`src/asl_pkg.sv`:
```
package asl_pkg;

    // Default widths of the value path and of the tick counts.
    localparam int VALUE_BITS_DEF = 16;
    localparam int TICK_BITS_DEF  = 16;

    // Configuration register indexes, taken from paddr[2].
    localparam logic REG_RISE_TICKS = 1'b0;
    localparam logic REG_FALL_TICKS = 1'b1;

    // Width of the configuration address: two 32-bit registers at 0 and 4.
    localparam int CFG_ADDR_BITS = 3;
    localparam int CFG_DATA_BITS = 32;

endpackage

```
`src/asl_step_div.sv`:
```
module asl_step_div #(
    parameter int VALUE_BITS = asl_pkg::VALUE_BITS_DEF,
    parameter int TICK_BITS  = asl_pkg::TICK_BITS_DEF
) (
    input  logic                  i_clk,
    input  logic                  i_rst_n,
    input  logic                  i_start,
    input  logic [TICK_BITS-1:0]  i_elapsed,
    input  logic [TICK_BITS-1:0]  i_divisor,
    output logic                  o_done,
    output logic [VALUE_BITS-1:0] o_quot
);
    import asl_pkg::*;

    localparam int CNT_BITS = $clog2(VALUE_BITS + 1);

    // Computes (elapsed << (VALUE_BITS-1)) / divisor one quotient bit per cycle.
    // The caller only starts it when elapsed < 2*divisor, so the quotient fits
    // VALUE_BITS and the upper dividend bits (elapsed >> 1) are already below
    // the divisor and seed the partial remainder.
    logic [TICK_BITS-1:0]  r_rem;
    logic [TICK_BITS-1:0]  r_div;
    logic                  r_bit;
    logic [VALUE_BITS-1:0] r_quot;
    logic [CNT_BITS-1:0]   r_cnt;
    logic                  r_done;

    logic [TICK_BITS:0] n_shifted;
    logic [TICK_BITS:0] n_trial;

    assign n_shifted = {r_rem, r_bit};
    assign n_trial   = n_shifted - {1'b0, r_div};

    always_ff @(posedge i_clk) begin
        if (!i_rst_n) begin
            r_cnt  <= '0;
            r_done <= 1'b0;
        end else begin
            r_done <= 1'b0;
            if (i_start) begin
                r_cnt <= CNT_BITS'(VALUE_BITS);
            end else if (r_cnt != '0) begin
                r_cnt <= r_cnt - CNT_BITS'(1);
                if (r_cnt == CNT_BITS'(1)) begin
                    r_done <= 1'b1;
                end
            end
        end
    end

    always_ff @(posedge i_clk) begin
        if (i_start) begin
            r_rem  <= {1'b0, i_elapsed[TICK_BITS-1:1]};
            r_bit  <= i_elapsed[0];
            r_div  <= i_divisor;
            r_quot <= '0;
        end else if (r_cnt != '0) begin
            r_rem  <= n_trial[TICK_BITS] ? n_shifted[TICK_BITS-1:0] : n_trial[TICK_BITS-1:0];
            r_bit  <= 1'b0;
            r_quot <= {r_quot[VALUE_BITS-2:0], ~n_trial[TICK_BITS]};
        end
    end

    assign o_done = r_done;
    assign o_quot = r_quot;

endmodule

```
`src/asymmetric_slew_limiter_unit.sv`:
```
// An accepted item passes through ST_DIV and then ST_APPLY when the step needs the
// serial divider, one quotient bit per cycle, or goes straight to ST_APPLY when the
// selected time is zero or the step saturates; ST_APPLY registers the result once
// the output register is free. s_tready is low while an item is in work.
// Reset (synchronous, active low) clears both time registers and the held value to
// zero and empties the output register.
module asymmetric_slew_limiter_unit #(
    parameter int VALUE_BITS = asl_pkg::VALUE_BITS_DEF,
    parameter int TICK_BITS  = asl_pkg::TICK_BITS_DEF,
    parameter int IN_W       = ((VALUE_BITS + TICK_BITS + 7) / 8) * 8,
    parameter int OUT_W      = ((VALUE_BITS + 7) / 8) * 8
) (
    input  logic                               i_clk,
    input  logic                               i_rst_n,
    // Input items
    input  logic                               i_s_tvalid,
    output logic                               o_s_tready,
    // tdata: target_value (VALUE_BITS, signed), elapsed_ticks (TICK_BITS), zero pad
    input  logic [IN_W-1:0]                    i_s_tdata,
    // Result items
    output logic                               o_m_tvalid,
    input  logic                               i_m_tready,
    // tdata: limited_value (VALUE_BITS, signed), zero pad
    output logic [OUT_W-1:0]                   o_m_tdata,
    // Configuration
    input  logic                               psel,
    input  logic                               penable,
    input  logic                               pwrite,
    input  logic [asl_pkg::CFG_ADDR_BITS-1:0]  paddr,
    input  logic [asl_pkg::CFG_DATA_BITS-1:0]  pwdata,
    output logic [asl_pkg::CFG_DATA_BITS-1:0]  prdata,
    output logic                               pready
);
    import asl_pkg::*;

    typedef enum logic [2:0] {
        ST_IDLE  = 3'b001,
        ST_DIV   = 3'b010,
        ST_APPLY = 3'b100
    } t_state;

    t_state                r_state;
    logic [TICK_BITS-1:0]  r_rise;
    logic [TICK_BITS-1:0]  r_fall;
    logic [VALUE_BITS-1:0] r_held;
    logic [VALUE_BITS-1:0] r_target;
    logic                  r_jump;
    logic                  r_sat;
    logic                  r_out_vld;

    logic                  cfg_wr;
    logic                  in_acc;
    logic [VALUE_BITS-1:0] in_target;
    logic [TICK_BITS-1:0]  in_elapsed;
    logic [TICK_BITS-1:0]  in_period;
    logic                  in_sat;
    logic                  div_done;
    logic [VALUE_BITS-1:0] div_quot;

    logic signed [VALUE_BITS:0] n_diff;
    logic [VALUE_BITS:0]        n_dist;
    logic [VALUE_BITS-1:0]      n_step;
    logic [VALUE_BITS-1:0]      n_held;
    logic                       out_free;

    // Configuration port
    assign pready = 1'b1;
    assign cfg_wr = psel && penable && pwrite && pready;

    always_ff @(posedge i_clk) begin
        if (!i_rst_n) begin
            r_rise <= '0;
            r_fall <= '0;
        end else if (cfg_wr) begin
            case (paddr[2])
                REG_RISE_TICKS: r_rise <= pwdata[TICK_BITS-1:0];
                REG_FALL_TICKS: r_fall <= pwdata[TICK_BITS-1:0];
                default: ;
            endcase
        end
    end

    always_comb begin
        case (paddr[2])
            REG_RISE_TICKS: prdata = CFG_DATA_BITS'(r_rise);
            REG_FALL_TICKS: prdata = CFG_DATA_BITS'(r_fall);
            default:        prdata = '0;
        endcase
    end

    // Input side: the fall time applies only when the target lies below the held value.
    assign in_target  = i_s_tdata[VALUE_BITS-1:0];
    assign in_elapsed = i_s_tdata[VALUE_BITS+TICK_BITS-1:VALUE_BITS];
    assign in_period  = ($signed(in_target) < $signed(r_held)) ? r_fall : r_rise;
    // The quotient reaches 2^VALUE_BITS exactly when elapsed >= 2*period.
    assign in_sat     = {1'b0, in_elapsed} >= {in_period, 1'b0};
    assign o_s_tready = (r_state == ST_IDLE);
    assign in_acc     = i_s_tvalid && o_s_tready;

    asl_step_div #(
        .VALUE_BITS (VALUE_BITS),
        .TICK_BITS  (TICK_BITS)
    ) u_div (
        .i_clk     (i_clk),
        .i_rst_n   (i_rst_n),
        .i_start   (in_acc && (in_period != '0) && !in_sat),
        .i_elapsed (in_elapsed),
        .i_divisor (in_period),
        .o_done    (div_done),
        .o_quot    (div_quot)
    );

    // Move toward the target by the step, never past it.
    assign n_diff = $signed({r_target[VALUE_BITS-1], r_target})
                  - $signed({r_held[VALUE_BITS-1], r_held});
    assign n_dist = n_diff[VALUE_BITS] ? (VALUE_BITS+1)'(-n_diff) : n_diff;
    assign n_step = r_sat ? '1 : div_quot;

    always_comb begin
        if (r_jump || ({1'b0, n_step} >= n_dist)) begin
            n_held = r_target;
        end else if (n_diff[VALUE_BITS]) begin
            n_held = r_held - n_step;
        end else begin
            n_held = r_held + n_step;
        end
    end

    assign out_free = !r_out_vld || i_m_tready;

    always_ff @(posedge i_clk) begin
        if (!i_rst_n) begin
            r_state   <= ST_IDLE;
            r_held    <= '0;
            r_out_vld <= 1'b0;
        end else begin
            if (r_out_vld && i_m_tready) begin
                r_out_vld <= 1'b0;
            end
            case (r_state)
                ST_IDLE: begin
                    if (in_acc) begin
                        r_state <= ((in_period == '0) || in_sat) ? ST_APPLY : ST_DIV;
                    end
                end
                ST_DIV: begin
                    if (div_done) begin
                        r_state <= ST_APPLY;
                    end
                end
                ST_APPLY: begin
                    if (out_free) begin
                        r_held    <= n_held;
                        r_out_vld <= 1'b1;
                        r_state   <= ST_IDLE;
                    end
                end
                default: r_state <= ST_IDLE;
            endcase
        end
    end

    always_ff @(posedge i_clk) begin
        if (in_acc) begin
            r_target <= in_target;
            r_jump   <= (in_period == '0);
            r_sat    <= in_sat;
        end
    end

    assign o_m_tvalid = r_out_vld;
    assign o_m_tdata  = OUT_W'(r_held);

    a_state_onehot: assert property (@(posedge i_clk) disable iff (!i_rst_n)
        $onehot(r_state))
        else $error("sequencer state is not one-hot");

    a_accept_leaves_idle: assert property (@(posedge i_clk) disable iff (!i_rst_n)
        in_acc |=> (r_state != ST_IDLE))
        else $error("sequencer stayed idle after taking an item");

    a_div_done_in_div: assert property (@(posedge i_clk) disable iff (!i_rst_n)
        div_done |-> (r_state == ST_DIV))
        else $error("divider finished outside the divide state");

    a_held_stable_while_pending: assert property (@(posedge i_clk) disable iff (!i_rst_n)
        (r_out_vld && !i_m_tready) |=> $stable(r_held))
        else $error("held value changed while a result was waiting");

endmodule
```
`config.mk`:
```
export PLATFORM = sky130hd
export DESIGN_NAME = asymmetric_slew_limiter_unit
export DESIGN_NICKNAME = d
export VERILOG_FILES = /design/src/asl_pkg.sv /design/src/asl_step_div.sv /design/src/asymmetric_slew_limiter_unit.sv
export SDC_FILE = /design/constraint.sdc
export NUM_CORES = 1
export LEC_CHECK = 0
export BUFFER_PORTS_ARGS = -buffer_cell sky130_fd_sc_hd__buf_2
export CAP_MARGIN = 20
export CORE_UTILIZATION = 40
export CTS_BUF_LIST = sky130_fd_sc_hd__clkbuf_8 sky130_fd_sc_hd__clkbuf_16
export DETAILED_ROUTE_END_ITERATION = 6
export PLACE_DENSITY = 0.67
export SLEW_MARGIN = 20
export SYNTH_ARGS = -nofsm -noshare
export SYNTH_HDL_FRONTEND = slang
export SYNTH_SLANG_ARGS = --single-unit
```
`constraint.sdc`:
```
create_clock -name i_clk -period 4.9 [get_ports i_clk]
set_input_delay 0.49 -clock i_clk [delete_from_list [all_inputs] [get_ports i_clk]]
set_output_delay 0.49 -clock i_clk [all_outputs]
set_load 0.01 [all_outputs]
```
==> reports/qor.yml <==
finalMaxSlewViolations: 0
grt_pass1_wl_mm: 37.6
vias_per_cell: 5.13
antenna_found_initial: 0
synth_edf_count: 50
cp-end-kind: "flop"
grt_start_max_net_pins: 57
maxCapViolCount: 0
dieHeight_um: 155
ant_nets: 0
synth_top_area_share_pct: 16.1
cts_tree: "done"
rows: 55
timing.hold.ws_ns: 0.262
worstSkewPairLatency_ns: 0.43
layout-drive-gt1-share_pct: 23.9
wirelength_mm: 23.1
globalRouteOverflowTotal: 0
cts_sinks: 125
leakagePower_nw: 5.11
place.gp.congestion: 0.853
grt_usage_pct: 19.6
finalSetupTns_ns: 0
syn2layout_area_growth_pct: 23.9
insertedDiodeCount: 0
fill_cells: 2081
startpoint_type: "flop"
start_util_pct: 41.0
worstHoldPathType: "input port to flop"
max_freq_mhz: 205
grt_pass1_vias: 7644
finClkSkew_ns: 0.0134
mostFrequentLayoutCells: "nand2_1 (144), ha_1 (96), buf_2 (89)"
vias: 7955
wire_per_inst_um: 14.9
setup_viol: 0
first_pass_iters: 5
relSlewSlack_pct: 38.6
synth_cells: 1067
crit_arrival_ns: 5.23
ys_seq_area_share_pct: 32.1
synth_area_um2: 9340
ys.flop_type: "dfxtp_1"
pre_cts_ws_ns: -0.264
htree_levels: 4
clk_path_buf_depth: 2
ys_warn_count: 0
design.core.area_um2: 22800
final_cells: 1551
boundaryPins: 125
crit_required_ns: 5.26
peakVddDrop_uv: 220
placed_cells: 1504
dp_hpwl_mm: 17.2
ys_async_sr_fraction_pct: 0
root_buffer: "clkbuf_16"
p_per_area_nw_per_um2: 452
rsz0062_at_grt: "yes"
ys_seq_elements: 125
ys_top_cells_by_area: "dfxtp_1 (16%), edfxtp_1 (16%), ha_1 (13%)"
hold_viol: 0
dieArea_um2: 24000
yosys.cell_types.count: 61
worst_pin_slew_ns: 0.921
mostFrequentLayoutCell: "nand2_1"
finalCritPeriodShare_pct: 99.4
status: "finished clean"
drt_iter0_markers: 418
portBuffers: 89
post-route-drc-count: 0
nNetsFinal: 1400
setup_ws_ns: 0.0274
clk_pin_slew_ns: 0.06
path_class: "flop to flop"
cp_max_fo: 6
fin_crit_ns: 4.87
avgSynthCellArea_um2: 8.75
die_x_um: 155
cts_buffers: 17
yosysTopAreaCell: "dfxtp_1"
-- state kept, by name, indices dropped and copies added, names as in the netlist --
register      count
o_m_tdata        16
o_m_tvalid        1
r_fall           16
r_jump            1
r_rise           16
r_sat             1
r_state           3
r_target         16
u_div.o_done      1
u_div.o_quot     16
u_div.r_bit       1
u_div.r_cnt       5
u_div.r_div      16
u_div.r_rem      16
-- final timing paths --
check,startpoint,to,slack [ns],depth (start not counted)
worst min register to register,u_div.o_quot[15],u_div.o_quot[15],0.45,2
worst max-delay path,r_target[0],o_m_tdata[0],0.03,26
worst min-delay path,i_s_tdata[8],r_target[8],0.26,1
worst max register to register,r_target[0],o_m_tdata[0],0.03,26
-- synth_stat cells, drive strengths merged, types with 25 or more instances --
library cell	number
inv	72
dfxtp	75
nor2	39
o21ai	61
nand2	147
a21boi	33
a21oi	72
mux2i	43
xor2	26
xnor2	39
clkbuf	28
nor3	26
mux2	25
ha	98
edfxtp	50
-- metal layers --
layer  vias to the layer above  wire length (µm)  GRT usage [%]
li1                       4092                 -              -
met2                       174             10800           31.7
met3                        23               859           2.69
met1                      3666             11100           26.6
met5                         -                 0              0
met4                         0               289           7.40
-- critical path, stage by stage (launching register included) --
cell and delay [ns]:
edfxtp_1 0.34, inv_2 0.06, ha_4 0.15, fa_2 0.35, nor2b_2 0.14, o31a_1 0.18
buf_4 0.13, o31a_1 0.10, nor3_1 0.06, or4_4 0.52, nor4_4 0.25, nand2_2 0.12
or2_4 0.28, nand2_2 0.07, xnor2_1 0.06, ha_1 0.32, nand4_1 0.09, nor2_2 0.14
o21ai_1 0.07, a21o_1 0.19, a31oi_4 0.18, o32ai_2 0.10, a41oi_2 0.18, buf_6 0.17
buf_12 0.14, mux2_4 0.30, a21oi_2 0.10
-- where the power goes --
part	leakage [nW]	switching [W]	internal (W)
registers	1.07	0.000135	0.00135
clock network	0.271	0.000549	0.000715
logic	3.76	0.00132	0.00116
-- kinds of logic after synthesis --
group,Yosys count,synth area share [%]
AO/OA/AOI/OAI,256,17.6
XOR/XNOR,65,6.09
adder cells (fa/ha/maj),101,13.8
buffers and inverters,123,5.83
flip-flops,125,32.1
multiplexers,68,7.66
other,2,0.0804
AND/OR/NAND/NOR,327,16.8
-- final cells by class --
cell class / instances / area, µm² / share of cell area [%]
clock buffers: 17 / 425 / 3.68
clock inverters: 15 / 150 / 1.30
inverters: 72 / 270 / 2.34
multi-input cells: 834 / 6120 / 52.9
flip-flops and latches: 125 / 3000 / 26.0
well taps: 313 / 392 / 3.38
repair buffers: 175 / 1210 / 10.5
-- metrics by stage --
stage,power [W],area (µm²),util [%]
2_1_floorplan,0.00320,9420,-
6_report,0.00522,11600,50.8
4_1_cts,0.00515,11300,49.6
3_3_place_gp,0.00372,10600,46.5
5_1_grt,0.00560,11600,50.8
3_5_place_dp,0.00378,10600,46.5
-- repair_timing --
action | in CTS | in global routing
pin swaps | 6 | 38
endpoints found under the setup margin | 82 | 86
endpoints found under the hold margin | 0 | 0
cloned | 1 | 1
gates resized for setup | 26 | 37
setup buffers | 2 | 11
hold buffers | 0 | 0
Power figures use the tool's default switching activity.
